`src/design/csbh_pkg.sv`:
```
// Package for the CRC string bucket hash block.
// Holds widths, reset values, register codes, the status struct and the CRC table function.
// Depends on nothing; the top level, front, back end and testbench use it.
`timescale 1ns / 1ps

package csbh_pkg;

  // Field and register widths.
  localparam int HASH_W   = 32;
  localparam int BYTE_W   = 8;
  localparam int BUCKET_W = 25;
  localparam int INDEX_W  = 24;
  localparam int CFG_IDX_W = 2;

  // Reset values of the configuration registers.
  localparam logic [HASH_W-1:0]   POLY_RESET    = 32'hAED0_0022;
  localparam logic [HASH_W-1:0]   INIT_RESET    = 32'hAED0_2022;
  localparam logic [BUCKET_W-1:0] BUCKETS_RESET = 25'd103;

  // Default depth of the queue between the hashing front and the modulo back.
  localparam int QUEUE_DEPTH = 4;

  // Configuration register indexes.
  typedef enum logic [CFG_IDX_W-1:0] {
    REG_POLYNOMIAL    = 2'd0,
    REG_INITIAL_VALUE = 2'd1,
    REG_BUCKET_COUNT  = 2'd2
  } cfg_reg_t;

  // Status of the modulo back end, seen by the top level.
  typedef struct packed {
    logic busy;
    logic finish;
  } back_status_t;

  // Reflected CRC table entry of one index, eight shift steps under the polynomial.
  function automatic logic [HASH_W-1:0] crc_entry(input logic [BYTE_W-1:0] idx,
                                                  input logic [HASH_W-1:0] poly);
    logic [HASH_W-1:0] v;
    v = {{(HASH_W-BYTE_W){1'b0}}, idx};
    for (int k = 0; k < BYTE_W; k++) begin
      v = v[0] ? ((v >> 1) ^ poly) : (v >> 1);
    end
    return v;
  endfunction

endpackage

```
`src/design/crc_string_bucket_hash_top.sv`:
```
// Top level of the CRC string bucket hash block.
// Instantiates the hashing front, the hash queue and the modulo back end.
// Depends on csbh_pkg, csbh_front, csbh_queue and csbh_back.
`timescale 1ns / 1ps

// Usage:
// Bytes of a word enter on data_byte with last_byte marking the final one; a byte is
// taken when push is high and full is low. Each byte updates a 32-bit running hash
// through a reflected CRC table step under the configured polynomial.
// The front takes one byte per cycle while full is low. A finished word hash goes
// into a queue of QUEUE_DEPTH words; full rises only when that queue is full.
// The back end computes hash modulo bucket_count one bit per cycle: it loads the
// hash, runs 32 divide steps, then writes the result once the output is free.
// A result reaches hash_value and bucket_index through the queue and those back end
// states; the back end takes a new hash only after it has written the last result.
// A result word waits while empty is low until pop takes it; while it waits the back
// end holds its next result and the front keeps accepting bytes until the queue fills.
// Configuration writes use cfg_valid/cfg_ready with cfg_index and cfg_data; cfg_ready
// is always high, and an unknown index is ignored.
// Synchronous reset restores the register reset values, empties the queue and drops
// any partial word and any waiting result.
module crc_string_bucket_hash_top #(
  parameter int QUEUE_DEPTH = csbh_pkg::QUEUE_DEPTH
) (
  input  logic                              clk,
  input  logic                              rst,
  input  logic                              push,
  output logic                              full,
  input  logic [csbh_pkg::BYTE_W-1:0]       data_byte,
  input  logic                              last_byte,
  output logic                              empty,
  input  logic                              pop,
  output logic [csbh_pkg::HASH_W-1:0]       hash_value,
  output logic [csbh_pkg::INDEX_W-1:0]      bucket_index,
  input  logic                              cfg_valid,
  output logic                              cfg_ready,
  input  logic [csbh_pkg::CFG_IDX_W-1:0]    cfg_index,
  input  logic [csbh_pkg::HASH_W-1:0]       cfg_data
);

  logic [csbh_pkg::HASH_W-1:0]   polynomial;
  logic [csbh_pkg::HASH_W-1:0]   initial_value;
  logic [csbh_pkg::BUCKET_W-1:0] bucket_count;

  logic                          in_accept;
  logic                          word_done;
  logic [csbh_pkg::HASH_W-1:0]   word_hash;
  logic [csbh_pkg::HASH_W-1:0]   q_data;
  logic                          q_pop;
  logic                          q_empty;
  logic                          q_full;
  csbh_pkg::back_status_t        back_status;

  assign cfg_ready = 1'b1;
  assign full      = q_full;
  assign in_accept = push && !q_full;

  // Configuration registers.
  always_ff @(posedge clk) begin
    if (rst) begin
      polynomial    <= csbh_pkg::POLY_RESET;
      initial_value <= csbh_pkg::INIT_RESET;
      bucket_count  <= csbh_pkg::BUCKETS_RESET;
    end else if (cfg_valid && cfg_ready) begin
      case (csbh_pkg::cfg_reg_t'(cfg_index))
        csbh_pkg::REG_POLYNOMIAL:    polynomial    <= cfg_data;
        csbh_pkg::REG_INITIAL_VALUE: initial_value <= cfg_data;
        csbh_pkg::REG_BUCKET_COUNT:  bucket_count  <= cfg_data[csbh_pkg::BUCKET_W-1:0];
        default: begin
        end
      endcase
    end
  end

  // Hashing front end.
  csbh_front u_front (
    .clk          (clk),
    .rst          (rst),
    .accept       (in_accept),
    .data_byte    (data_byte),
    .last_byte    (last_byte),
    .polynomial   (polynomial),
    .initial_value(initial_value),
    .word_done    (word_done),
    .word_hash    (word_hash)
  );

  // Queue of finished word hashes.
  csbh_queue #(
    .DEPTH(QUEUE_DEPTH),
    .WIDTH(csbh_pkg::HASH_W)
  ) u_queue (
    .clk    (clk),
    .rst    (rst),
    .wr_en  (word_done),
    .wr_data(word_hash),
    .rd_en  (q_pop),
    .rd_data(q_data),
    .q_empty(q_empty),
    .q_full (q_full)
  );

  // Modulo back end with the output register.
  csbh_back u_back (
    .clk         (clk),
    .rst         (rst),
    .q_empty     (q_empty),
    .q_data      (q_data),
    .q_pop       (q_pop),
    .bucket_count(bucket_count),
    .pop         (pop),
    .empty       (empty),
    .hash_value  (hash_value),
    .bucket_index(bucket_index),
    .status      (back_status)
  );

`ifndef SYNTHESIS
  // The back end only takes a hash that is in the queue.
  a_pop_nonempty: assert property (@(posedge clk) disable iff (rst)
    q_pop |-> !q_empty)
    else $error("back end popped an empty queue");

  // A finished word is in the queue right after its last byte.
  a_word_queued: assert property (@(posedge clk) disable iff (rst)
    (in_accept && last_byte) |=> !q_empty)
    else $error("finished word did not reach the queue");

  // Taking a hash starts a division.
  a_pop_starts: assert property (@(posedge clk) disable iff (rst)
    q_pop |=> back_status.busy)
    else $error("back end did not start after taking a hash");

  // A result word appears only when the back end finishes a division.
  a_result_source: assert property (@(posedge clk) disable iff (rst)
    $fell(empty) |-> $past(back_status.finish))
    else $error("result word appeared without a finished division");
`endif

endmodule

```
`src/design/csbh_front.sv`:
```
// Front end: takes one byte per cycle while accept is high; updates the running hash.
// On the last byte of a word it hands the finished hash to the queue.
// Depends on csbh_pkg.
`timescale 1ns / 1ps

module csbh_front (
  input  logic                         clk,
  input  logic                         rst,
  input  logic                         accept,
  input  logic [csbh_pkg::BYTE_W-1:0]  data_byte,
  input  logic                         last_byte,
  input  logic [csbh_pkg::HASH_W-1:0]  polynomial,
  input  logic [csbh_pkg::HASH_W-1:0]  initial_value,
  output logic                         word_done,
  output logic [csbh_pkg::HASH_W-1:0]  word_hash
);

  logic                        word_open;
  logic [csbh_pkg::HASH_W-1:0] running_hash;
  logic [csbh_pkg::HASH_W-1:0] hash_base;
  logic [csbh_pkg::HASH_W-1:0] hash_next;

  // The first byte of a word starts from the configured initial value.
  assign hash_base = word_open ? running_hash : initial_value;

  // One table step: shift out the low byte, fold in its entry and the new data byte.
  assign hash_next = (hash_base >> csbh_pkg::BYTE_W)
                   ^ csbh_pkg::crc_entry(hash_base[csbh_pkg::BYTE_W-1:0], polynomial)
                   ^ {data_byte, {(csbh_pkg::HASH_W-csbh_pkg::BYTE_W){1'b0}}};

  assign word_done = accept && last_byte;
  assign word_hash = hash_next;

  // Word tracking; the running hash itself needs no reset.
  always_ff @(posedge clk) begin
    if (rst) begin
      word_open <= 1'b0;
    end else if (accept) begin
      word_open <= !last_byte;
    end
  end

  always_ff @(posedge clk) begin
    if (accept && !last_byte) begin
      running_hash <= hash_next;
    end
  end

endmodule

```
`src/design/csbh_queue.sv`:
```
// Short queue of finished word hashes between the front and the back end.
// Register storage with one write and one read place, first in first out.
// Depends on csbh_pkg for the default depth only through the top level.
`timescale 1ns / 1ps

module csbh_queue #(
  parameter int DEPTH = 4,
  parameter int WIDTH = 32
) (
  input  logic             clk,
  input  logic             rst,
  input  logic             wr_en,
  input  logic [WIDTH-1:0] wr_data,
  input  logic             rd_en,
  output logic [WIDTH-1:0] rd_data,
  output logic             q_empty,
  output logic             q_full
);

  localparam int PTR_W = (DEPTH > 1) ? $clog2(DEPTH) : 1;
  localparam int CNT_W = $clog2(DEPTH + 1);

  logic [WIDTH-1:0] entries [DEPTH];
  logic [PTR_W-1:0] wr_ptr;
  logic [PTR_W-1:0] rd_ptr;
  logic [CNT_W-1:0] count;
  logic             do_wr;
  logic             do_rd;

  assign q_empty = (count == '0);
  assign q_full  = (count == CNT_W'(DEPTH));
  assign do_wr   = wr_en && !q_full;
  assign do_rd   = rd_en && !q_empty;
  assign rd_data = entries[rd_ptr];

  // Pointers wrap at the queue depth; the count tracks occupancy.
  always_ff @(posedge clk) begin
    if (rst) begin
      wr_ptr <= '0;
      rd_ptr <= '0;
      count  <= '0;
    end else begin
      if (do_wr) begin
        wr_ptr <= (wr_ptr == PTR_W'(DEPTH - 1)) ? '0 : wr_ptr + 1'b1;
      end
      if (do_rd) begin
        rd_ptr <= (rd_ptr == PTR_W'(DEPTH - 1)) ? '0 : rd_ptr + 1'b1;
      end
      if (do_wr && !do_rd) begin
        count <= count + 1'b1;
      end else if (do_rd && !do_wr) begin
        count <= count - 1'b1;
      end
    end
  end

  // Storage holds payload only.
  always_ff @(posedge clk) begin
    if (do_wr) begin
      entries[wr_ptr] <= wr_data;
    end
  end

endmodule

```
`src/design/csbh_back.sv`:
```
// Modulo back end: takes one hash from the queue, finds its remainder by the
// bucket count one quotient bit per cycle, and holds the result word for the receiver.
// Depends on csbh_pkg.
`timescale 1ns / 1ps

module csbh_back (
  input  logic                           clk,
  input  logic                           rst,
  input  logic                           q_empty,
  input  logic [csbh_pkg::HASH_W-1:0]    q_data,
  output logic                           q_pop,
  input  logic [csbh_pkg::BUCKET_W-1:0]  bucket_count,
  input  logic                           pop,
  output logic                           empty,
  output logic [csbh_pkg::HASH_W-1:0]    hash_value,
  output logic [csbh_pkg::INDEX_W-1:0]   bucket_index,
  output csbh_pkg::back_status_t         status
);

  localparam int CNT_W = $clog2(csbh_pkg::HASH_W);
  localparam int REM_W = csbh_pkg::BUCKET_W + 1;

  typedef enum logic [1:0] {
    S_IDLE,
    S_RUN,
    S_DONE
  } state_t;

  state_t                        state;
  logic [CNT_W-1:0]              cnt;
  logic [csbh_pkg::HASH_W-1:0]   word_hash;
  logic [csbh_pkg::HASH_W-1:0]   dividend;
  logic [REM_W-1:0]              rem;
  logic [REM_W-1:0]              trial;
  logic [REM_W-1:0]              rem_next;
  logic                          out_valid;
  logic                          finish;

  // One restoring step: bring in the next dividend bit, subtract if it fits.
  assign trial    = {rem[REM_W-2:0], dividend[csbh_pkg::HASH_W-1]};
  assign rem_next = (trial >= {1'b0, bucket_count}) ? (trial - {1'b0, bucket_count}) : trial;

  assign q_pop  = (state == S_IDLE) && !q_empty;
  assign finish = (state == S_DONE) && (!out_valid || pop);
  assign empty  = !out_valid;

  assign status.busy   = (state != S_IDLE);
  assign status.finish = finish;

  // Divider sequencer and the output register.
  always_ff @(posedge clk) begin
    if (rst) begin
      state     <= S_IDLE;
      cnt       <= '0;
      out_valid <= 1'b0;
    end else begin
      // A new result replaces the one taken in the same cycle.
      if (finish) begin
        out_valid <= 1'b1;
      end else if (pop && out_valid) begin
        out_valid <= 1'b0;
      end
      case (state)
        S_IDLE: begin
          if (!q_empty) begin
            word_hash <= q_data;
            dividend  <= q_data;
            rem       <= '0;
            cnt       <= '0;
            state     <= S_RUN;
          end
        end
        S_RUN: begin
          rem      <= rem_next;
          dividend <= dividend << 1;
          cnt      <= cnt + 1'b1;
          if (cnt == CNT_W'(csbh_pkg::HASH_W - 1)) begin
            state <= S_DONE;
          end
        end
        S_DONE: begin
          if (finish) begin
            hash_value   <= word_hash;
            bucket_index <= (bucket_count == '0) ? '0 : rem[csbh_pkg::INDEX_W-1:0];
            state        <= S_IDLE;
          end
        end
        default: begin
          state <= S_IDLE;
        end
      endcase
    end
  end

endmodule

```
`config.mk`:
```
export PLATFORM = sky130hd
export DESIGN_NAME = crc_string_bucket_hash_top
export DESIGN_NICKNAME = d
export VERILOG_FILES = /design/src/design/csbh_pkg.sv /design/src/design/crc_string_bucket_hash_top.sv /design/src/design/csbh_front.sv /design/src/design/csbh_queue.sv /design/src/design/csbh_back.sv
export SDC_FILE = /design/constraint.sdc
export NUM_CORES = 1
export LEC_CHECK = 0
export BUFFER_PORTS_ARGS = -buffer_cell sky130_fd_sc_hd__buf_2
export CORE_MARGIN = 2
export CORE_UTILIZATION = 35
export CTS_CLUSTER_SIZE = 25
export DETAILED_ROUTE_END_ITERATION = 6
export GPL_TIMING_DRIVEN = 0
export HOLD_SLACK_MARGIN = 0.15
export PLACE_DENSITY = 0.61
export SYNTH_ARGS = -nofsm -noshare
export SYNTH_HDL_FRONTEND = slang
export SYNTH_SLANG_ARGS = --single-unit
```
`constraint.sdc`:
```
create_clock -name clk -period 6 [get_ports clk]
set_input_delay 0.3 -clock clk [delete_from_list [all_inputs] [get_ports clk]]
set_output_delay 0.3 -clock clk [all_outputs]
set_load 0.005 [all_outputs]
```
Yosys cells after proc, flatten, opt, wreduce, memory -nomap -nowiden
Memories as Yosys holds them, arrays and structs flattened. A register that Yosys moved wholly into a read port is not among the register bits.
Index checks and enable logic that the tools add are counted.

operators by class
  magnitude comparators = 1
  multipliers = 0
  equality and inequality tests = 11
  add/subtract/negate cells = 6
  divide/modulo/power cells = 0
  shift operators = 0
  reductions and logical operators = 32
  bitwise logic cells = 12
  mux-type cells = 30

operators with widths
  kind                 number
  $mux 32              10
  $xor 31x32->32       7
  $pmux 32 s2          1
  $mux 25              2
  $pmux 25 s2          1
  $xor 24x32->32       1
  $xor 32x32->32       1
  $xor 7x32->32        1
  $ge 26x25->1         1
  $logic_not 25->1     1
  $sub 25x25->25       1
  $mux 2               7
  $reduce_and 3->1     4
  $logic_and 1x1->1    10
  $pmux 5 s2           1
  $eq 2x2->1 const B   4
  $reduce_and 2->1     4
  $logic_not 1->1      6
  $mux 3               2
  $pmux 2 s3           1
  $reduce_bool 2->1    3
  $add 5x1->5 const B  1
  $eq 5x5->1 const B   1
  $mux 5               1
  12 further kinds     20

storage, ports and cells
  output and inout port bits = 59
  bits in writable memories = 128
  register bits after elaboration = 282
  logic and storage cells = 109
  ROM bits = 0
  bits in latches = 0
  memories = 1

memory list
  name             words  bits a word  read ports  clocked after memory_dff  write ports  line              text
  u_queue.entries  4      32           1           1                         1            csbh_queue.sv:23  logic [WIDTH-1:0] entries [DEPTH];

Depth between registers and ports, before layout
Gate-level depths: netlist (run 1).

  depth in word-level cells = 19
  depth in mapped cells = 16
  mapped depth without buffers = 14

By module
From an unflattened synthesis (run 1), not the netlist that was laid out.

unflattened totals
  cells, all modules = 1,999
  area, all modules = 21,949.8 sq um

modules (own cells, without submodules)
  module                      area each (sq um)  times used  cells an instance  seq. area each (sq um)
  csbh_back                   7,048.0            1           608                4,514.3
  csbh_front                  6,217.2            1           835                980.9
  csbh_queue                  5,098.6            1           217                4,023.9
  crc_string_bucket_hash_top  3,585.9            1           339                1,781.7

Worst setup path before layout (run 1)
Ideal clock, no wire load.

  path type = in2reg
  from = in rst
  to = reg u_back.bucket_index[0] (netlist name), enable pin
  data arrival time = 4.822 ns
  setup slack = 0.628 ns
  library setup time = 0.550 ns
  stages on the path = 3
  cell sequence = clkbuf_1 -> clkbuf_1 -> nor3b_1

between the ends
  word-level cells in the longest chain between the ends = 2

RTL lines
  what                        line                              text
  from (decl)                 crc_string_bucket_hash_top.sv:26  input logic rst,
  $not 1->1 (no line)         n/a
  $reduce_and 3->1 (no line)  n/a
  to (signal assigned)        csbh_back.sv:84                   bucket_index <= (bucket_count == '0) ? '0 : rem[csbh_pkg::INDEX_W-1:0];
  to (decl)                   csbh_back.sv:16                   output logic [csbh_pkg::INDEX_W-1:0] bucket_index,

No other way between the ends.
A chain may end at the register's enable or synchronous reset.

Final worst setup path (run 1)
  from = reg u_back.dividend[31] (netlist name)
  to = reg u_back.rem[18], data pin

between the ends
  word-level cells in the longest chain between the ends = 3
  elaborated cells on any way between the ends = 4
  classes of those cells = add/sub (1); order compare (1); mux (2)

RTL lines
  what                                            line             text
  from (decl)                                     csbh_back.sv:32  logic [csbh_pkg::HASH_W-1:0] dividend;
  from (signal assigned)                          csbh_back.sv:67  dividend <= q_data;
  from (signal assigned)                          csbh_back.sv:75  dividend <= dividend << 1;
  $sub 25x25->25 or $ge 26x25->1 (tied branches)  csbh_back.sv:41  assign rem_next = (trial >= {1'b0, bucket_count}) ? (trial - {1'b0, bucket_count}) : trial;
  $mux 25 *                                       csbh_back.sv:41
  $pmux 25 s2 *                                   csbh_back.sv:63  case (state)
  to (signal assigned)                            csbh_back.sv:74  rem <= rem_next;
  to (decl)                                       csbh_back.sv:33  logic [REM_W-1:0] rem;

Mark *: on every way between the ends. The rest lies on a longest branch, timed or not.

==> flow_metrics.py, run 1 <==
metrics = {
    "floorplanning": {
        "fp-row-count": 89,
        "chipWidth_um": 248,
        "core_area_sq_um": 58900,
        "floorplan.initialDensity_pct": 35.3,
        "design.portCount": 107,
        "chipHeight_um": 248,
        "die_area_sq_um": 61400,
    },
    "sta": {
        "total_count_of_hold_check_failures_in_the_final_report": 0,
        "finalCritPeriodShare_pct": 78.0,
        "rsz0062_at_grt": "no",
        "fin_clk_skew_ps": 22.9,
        "timing_worst_slew_pin_value_ps": 1090,
        "timing.final.max_slew_violations": 0,
        "timing.final.setup_violations": 0,
        "slew_headroom_pct": 27.6,
        "final.min_clock_period_ps": 4680,
        "fmax_mhz": 214,
    },
    "final_layout": {
        "stdcell_area_sq_um": 24400,
        "layout.core_utilization_pct": 41.4,
        "synthToLayoutAreaGrowth_pct": 17.2,
        "drive_above_1_share_pct": 14.0,
        "final_nets": 2155,
    },
    "run": {
        "max-cap-violations": 0,
    },
    "critical_path": {
        "critical_path.max_fanout": 10,
        "crit_family": "compound AO/OA/AOI/OAI gates",
        "reg2reg_to": "u_back.rem[18]",
        "critical-path-top-cell-by-count": "sky130_fd_sc_hd__o21ai_0",
        "cp-endpoint": "u_back.rem[18]",
        "critPathSlowestCell": "sky130_fd_sc_hd__a2111oi_0",
        "cp.required_ps": 6410,
        "first_element_of_the_critical_path": "u_back.dividend[31]",
        "crit_chain": "inv_1 -> ha_1 -> fa_1 -> nor2b_1 -> o21ai_1 -> a21boi_0 -> o21ai_0 -> a21boi_1 -> o21bai_1 -> a2111oi_0 -> nor4_1 -> nor2_1 -> clkbuf_1 -> o21ai_0 -> a21oi_1",
        "critical_path.n_buffers_inverters": 2,
        "critical_path_arrival_ps": 5100,
        "worstSetupEndpointType": "flip-flop",
        "criticalPathCategory": "reg -> reg",
        "r2r_cells": 15,
        "crit_path_start_kind": "flip-flop",
        "r2r_start": "u_back.dividend[31]",
        "critical_path_cell_count": 15,
        "timing.critical_path.slowest_cell_delay_ps": 640,
        "ff2ff_setup_slack_ps": 1320,
    },
    "yosys": {
        "post_synth_and_or_nand_nor_area_fraction_pct": 17.1,
        "synth_common_cells": "sky130_fd_sc_hd__nand2_1 (513), sky130_fd_sc_hd__edfxtp_1 (305), sky130_fd_sc_hd__xnor2_1 (158)",
        "postSynthRegisterBits": 412,
        "synth_area_per_cell_sq_um": 11.1,
        "synth_warnings": 0,
        "yosys.area_share.adder_pct": 2.18,
        "most_common_cell_in_the_netlist": "sky130_fd_sc_hd__nand2_1",
        "syn-instance-count": 1873,
        "synth.top_cell.area_share_pct": 44.1,
        "netlist_area_sq_um": 20800,
        "multiplexer_area_fraction_after_synthesis_pct": 5.23,
        "synth_top_area_cell": "sky130_fd_sc_hd__edfxtp_1",
        "synth_top_flop_cell": "sky130_fd_sc_hd__edfxtp_1",
        "synth-seq-area-share_pct": 54.4,
        "synth_top_family_by_area": "simple AND/OR/NAND/NOR gates",
        "synth_top_cells_by_area": "sky130_fd_sc_hd__edfxtp_1 (44%), sky130_fd_sc_hd__dfxtp_1 (10%), sky130_fd_sc_hd__nand2_1 (9.3%), sky130_fd_sc_hd__xnor2_1 (6.7%), sky130_fd_sc_hd__mux4_2 (3.5%)",
        "synth_edf_count": 305,
        "mappedNetlistNets": 1956,
        "synth_xor_xnor_area_share_pct": 11.9,
        "ys_types": 71,
        "synth-compound-area-share_pct": 5.71,
        "synth-async-reset-ratio_pct": 0,
    },
    "global_route": {
        "global_route.overflow_total": 0,
        "antenna_found_initial": 2,
        "grt_pass1_wl_um": 83500,
        "track_usage_pct": 17.8,
        "largest_net_degree_at_the_start_of_global_routing": 33,
        "first_global_vias": 14100,
    },
    "drt": {
        "antenna_left": 0,
        "mean_routed_wirelength_per_cell_um": 18.7,
        "drt-vias-per-instance": 4.97,
        "drtPass1Iterations": 5,
        "route.final.wire_length_um": 53900,
        "dr_total_vias": 14300,
        "first_iter_violations": 952,
        "drc": 0,
    },
    "power_and_ir_drop": {
        "worst_ir_drop_vdd_mv": 0.250,
        "p_leak_nw": 8.74,
        "power_per_cell_area_nw_per_um2": 485,
        "total_power_mw": 11.8,
    },
    "cts": {
        "cts_max_level": 2,
        "cts.path.max_buffers": 3,
        "cts_inserted_buffers": 44,
        "cts-root-buf": "sky130_fd_sc_hd__clkbuf_16",
        "clock_sinks": 412,
        "clk-insertion-delay-late_ps": 590,
        "clk_transition_reported_paths_ps": 60,
        "post_cts_resized": 0,
        "cts_post_setup_buffers_inserted": 0,
        "cts_tree": "done",
    },
    "placed_design": {
        "hpwlAfterDp_um": 39100,
        "port_buffers": 104,
        "place.gp.congestion": 0.892,
        "dpl_cell_area_sq_um": 22500,
    },
    "min_path": {
        "min-delay-path-class": "in -> reg",
    },
    "outcome": {
        "result_of_the_run": "completed",
    },
}
[cell usage in the layout (no fill, tap or decap), types with 7 or more instances in the layout]
cell / netlist / final
sky130_fd_sc_hd__o21ai_0: 28 / 28
sky130_fd_sc_hd__buf_6: 6 / 10
sky130_fd_sc_hd__or3_1: 8 / 8
sky130_fd_sc_hd__xnor3_1: 32 / 32
sky130_fd_sc_hd__nor3b_2: 30 / 31
sky130_fd_sc_hd__clkbuf_16: 0 / 47
sky130_fd_sc_hd__nor2b_1: 29 / 29
sky130_fd_sc_hd__nand4_1: 7 / 7
sky130_fd_sc_hd__dfxtp_1: 107 / 107
sky130_fd_sc_hd__and3_1: 16 / 16
sky130_fd_sc_hd__nand2b_1: 7 / 7
sky130_fd_sc_hd__nor2_1: 56 / 53
sky130_fd_sc_hd__mux4_2: 32 / 32
sky130_fd_sc_hd__buf_1: 9 / 9
sky130_fd_sc_hd__nor3_1: 10 / 10
sky130_fd_sc_hd__nor4_1: 11 / 11
sky130_fd_sc_hd__inv_1: 45 / 45
sky130_fd_sc_hd__nand3b_1: 25 / 25
sky130_fd_sc_hd__mux2i_1: 33 / 33
sky130_fd_sc_hd__xor2_1: 39 / 39
sky130_fd_sc_hd__nand3_1: 12 / 12
sky130_fd_sc_hd__nand2_1: 513 / 513
sky130_fd_sc_hd__a21oi_1: 108 / 108
sky130_fd_sc_hd__edfxtp_1: 305 / 305
sky130_fd_sc_hd__buf_2: 17 / 121
sky130_fd_sc_hd__a21o_1: 11 / 11
sky130_fd_sc_hd__dlygate4sd3_1: 0 / 38
sky130_fd_sc_hd__clkbuf_1: 91 / 100
sky130_fd_sc_hd__ha_1: 33 / 33
sky130_fd_sc_hd__xnor2_1: 158 / 158
[how the worst min path moves through the flow]
| stage | cells after the start | from | to | slack [ps] |
|---|---|---|---|---|
| global route | 4 | cfg_index[0] | polynomial[24] | 210 |
| global placement | 0 | u_back.word_hash[1] | u_back.hash_value[1] | 400 |
| detailed placement | 0 | u_back.word_hash[2] | u_back.hash_value[2] | 400 |
| floorplan | 0 | u_back.word_hash[0] | u_back.hash_value[0] | 400 |
| CTS | 4 | cfg_index[0] | polynomial[24] | 150 |
| finish | 4 | cfg_index[0] | polynomial[24] | 190 |
[layout make-up]
type | count | area (sq um)
inverter | 45 | 169
multi-input combinational | 1289 | 8790
fill | 5560 | 34500
clock buffer | 61 | 1280
buffer | 127 | 558
clock inverter | 21 | 215
antenna | 1 | 2.50
timing repair buffer | 153 | 1070
sequential | 412 | 11300
tap | 773 | 967
[per-layer routing]
| metal | vias up | share of wire, % | global-route usage, % |
|---|---|---|---|
| li1 | 6834 | - | - |
| met5 | - | 0 | 0 |
| met3 | 93 | 5.2 | 2.48 |
| met1 | 7009 | 45 | 24.7 |
| met4 | 0 | 3.2 | 6.27 |
| met2 | 383 | 46 | 28.7 |
[cells by family (layout without fill, tap and decap cells)]
logic type / after synthesis / after routing
xor+xnor: 231 / 231
other cells: 1 / 2
simple gates: 756 / 756
compound gates: 198 / 198
buf+inv: 172 / 407
fa+ha+maj: 35 / 35
flops: 412 / 412
mux: 68 / 68
[per-stage QoR]
stage	TNS, ps	std cells	setup WS, ps	hold WS [ps]
2_1_floorplan	0	1873	628	400
3_3_place_gp	-108460	2750	-1950	403
3_5_place_dp	0	2761	1390	405
4_1_cts	0	2881	1340	155
5_1_grt	0	2882	1030	207
6_report	0	2882	1320	185
[registers in the layout (all words and copies together), names as in the netlist, 32 cells and up, named ones only]
signal and count:
polynomial 32, u_back.dividend 32, initial_value 32, u_back.hash_value 32, u_front.running_hash 32, u_back.word_hash 32
u_queue.entries 128
[report_power, final]
part	internal [mW]	leakage [nW]	total [mW]	switching, mW
clock network	1.63	0.730	2.80	1.16
logic	1.80	4.32	4.56	2.76
registers	4.25	3.69	4.46	0.212
total	7.68	8.74	11.8	4.14
[what timing repair did]
item / 4_1_cts / 5_1_grt
hold endpoints to repair: 108 / 0
hold buffers: 38 / 0
endpoints found under the setup margin: 0 / 0
[tightest hold or removal path, stage by stage]
cell and delay (ps):
sky130_fd_sc_hd__buf_2 120, sky130_fd_sc_hd__nor3b_1 140, sky130_fd_sc_hd__nand2_1 100, sky130_fd_sc_hd__a21oi_1 50
Note: power is estimated with default switching activity, not from simulation.
==> run 2, diff against run 1 <==
PLACE_DENSITY = 0.63   (was 0.61)
clock period = 3.8 ns   (was 6 ns; I/O delays follow)
==> flow_metrics.py, run 2 (synthesized netlist as in run 1, its figures left out) <==
metrics = {
    "outcome": {
        "result_of_the_run": "complete, but fails checks",
        "failed_checks": "negative setup slack",
    },
    "sta": {
        "fin_tns_setup_ps": -479,
        "final.min_clock_period_ps": 3840,
        "total_count_of_hold_check_failures_in_the_final_report": 0,
        "worst_setup_slack_final_ps": -36.6,
        "slew_headroom_pct": 29.5,
        "finalCritPeriodShare_pct": 101,
        "timing.final.max_slew_violations": 0,
        "timing.final.setup_violations": 20,
        "hold_ws_ps": 237,
        "fmax_mhz": 261,
        "timing_worst_slew_pin_value_ps": 1060,
        "rsz0062_at_grt": "yes",
        "fin_clk_skew_ps": 20.9,
    },
    "placed_design": {
        "hpwlAfterDp_um": 38800,
        "port_buffers": 104,
        "place.gp.congestion": 0.891,
    },
    "global_route": {
        "largest_net_degree_at_the_start_of_global_routing": 33,
        "antenna_found_initial": 1,
        "global_route.overflow_total": 0,
        "track_usage_pct": 17.6,
        "grt_pass1_wl_um": 82700,
        "first_global_vias": 14200,
    },
    "critical_path": {
        "crit_path_start_kind": "flip-flop",
        "critical_path.max_fanout": 7,
        "critical_path_arrival_ps": 4130,
        "timing.critical_path.slowest_cell_delay_ps": 480,
        "first_element_of_the_critical_path": "u_front.running_hash[1]",
        "crit_chain": "xnor2_2 -> o22ai_2 -> or3_4 -> and2_4 -> a221oi_4 -> buf_4 -> a21oi_2 -> o21ai_2 -> xnor2_2 -> buf_6 -> buf_12 -> clkbuf_16 -> nand2_1 -> xnor2_1 -> xnor3_2",
        "critical-path-top-cell-by-count": "sky130_fd_sc_hd__xnor2_2",
        "cp.required_ps": 4100,
        "worstSetupEndpointType": "flip-flop",
        "criticalPathCategory": "reg -> reg",
        "r2r_start": "u_front.running_hash[1]",
        "critPathSlowestCell": "sky130_fd_sc_hd__edfxtp_1",
    },
    "power_and_ir_drop": {
        "power.internal_mw": 13.2,
        "power.share.switching_pct": 34.5,
        "combPwrFrac_pct": 42.4,
        "total_power_mw": 20.2,
        "power_per_cell_area_nw_per_um2": 797,
        "clock_network_fraction_of_design_power_pct": 22.7,
        "worst_ir_drop_vdd_mv": 0.482,
        "p_leak_nw": 9.26,
        "p_seq_share_pct": 34.9,
        "net-switching-power_mw": 6.96,
    },
    "floorplanning": {
        "chipWidth_um": 248,
        "core_area_sq_um": 58900,
        "design.portCount": 107,
        "floorplan.initialDensity_pct": 35.3,
        "die_area_sq_um": 61400,
        "chipHeight_um": 248,
        "fp-row-count": 89,
    },
    "drt": {
        "antenna_left": 0,
        "dr_total_vias": 14500,
        "mean_routed_wirelength_per_cell_um": 18.8,
        "drt-vias-per-instance": 4.98,
        "drc": 0,
        "drtPass1Iterations": 5,
        "first_iter_violations": 1141,
        "route.final.wire_length_um": 54600,
    },
    "final_layout": {
        "layout.core_utilization_pct": 43.0,
        "drive_above_1_share_pct": 20.1,
        "layout.cells.most_common": "sky130_fd_sc_hd__nand2_1",
        "final_nets": 2182,
        "top_register": "u_queue.entries",
        "largest_register_ff_count": 128,
        "synthToLayoutAreaGrowth_pct": 21.9,
        "antenna-diode-count": 0,
        "mostFrequentLayoutCells": "sky130_fd_sc_hd__nand2_1 (495), sky130_fd_sc_hd__edfxtp_1 (305), sky130_fd_sc_hd__xnor2_1 (138)",
        "n_fill_cell": 5466,
    },
    "cts": {
        "clock_sinks": 412,
        "cts_tree": "done",
        "cts-root-buf": "sky130_fd_sc_hd__clkbuf_16",
        "clk-insertion-delay-late_ps": 590,
        "cts_inserted_buffers": 44,
        "clk_transition_reported_paths_ps": 70,
        "cts_max_level": 2,
        "cts.path.max_buffers": 3,
    },
    "min_path": {
        "min-delay-path-class": "in -> reg",
        "hold_path_startpoint": "rst",
    },
    "run": {
        "max-cap-violations": 0,
    },
}
run 2: final cells by class:
cell class	count	area (sq um)	area share, %
well taps	773	967	3.82
flip-flops and latches	412	11300	44.6
multi-input cells	1289	9270	36.6
clock buffers	55	1210	4.79
clock inverters	26	332	1.31
inverters	45	169	0.666
repair buffers	183	1410	5.56
plain buffers	124	687	2.71
run 2: path summary, 6_finish.rpt:
| kind | endpoint | slack (ps) | depth (start not counted) |
|---|---|---|---|
| hold / removal | initial_value[7] | 240 | 3 |
| hold reg to reg | u_back.hash_value[6] | 420 | 0 |
| setup reg to reg | u_front.running_hash[4] | -40 | 15 |
| setup / recovery | u_front.running_hash[4] | -40 | 15 |
run 2: per-layer routing:
metal / GRT usage (%) / up-vias / part of all wire, %
met1: 23.6 / 7072 / 44
met5: 0 / - / 0.020
met3: 2.77 / 82 / 5.7
met2: 29.0 / 425 / 47
met4: 5.64 / 2 / 2.8
li1: - / 6887 / -
run 2: power by group through the flow:
stage | Clock, mW | Combinational (mW) | Sequential [mW]
floorplan | 0 | 5.18 | 6.99
global placement | 0 | 6.86 | 7.15
detailed placement | 0 | 7.10 | 7.14
CTS | 4.67 | 7.47 | 7.04
global route | 4.82 | 9.20 | 7.12
finish | 4.59 | 8.57 | 7.05
run 2: timing repair:
item | CTS | global route
buffers inserted | 3 | 22
endpoints found under the setup margin | 184 | 183
gates cloned | 0 | 5
hold endpoints to repair | 118 | 0
resized for setup | 65 | 110
hold buffers | 43 | 0
pin swaps | 12 | 37
run 2: worst max-delay path: cells and delay by family (launching register included):
family                 cells  cell delay (ps)
flip-flops                 1              480
AO/OA/AOI/OAI              4              730
XOR/XNOR                   4             1070
AND/OR/NAND/NOR            3              650
buffers and inverters      4              610
run 2: stage by stage:
stage,instances,area (sq um),setup slack [ps]
6_report,2907,25300,-36.6
5_1_grt,2907,25300,-169
4_1_cts,2882,24600,-36.8
3_5_place_dp,2756,22400,-978
3_3_place_gp,2750,22300,-1810
2_1_floorplan,1873,20800,134
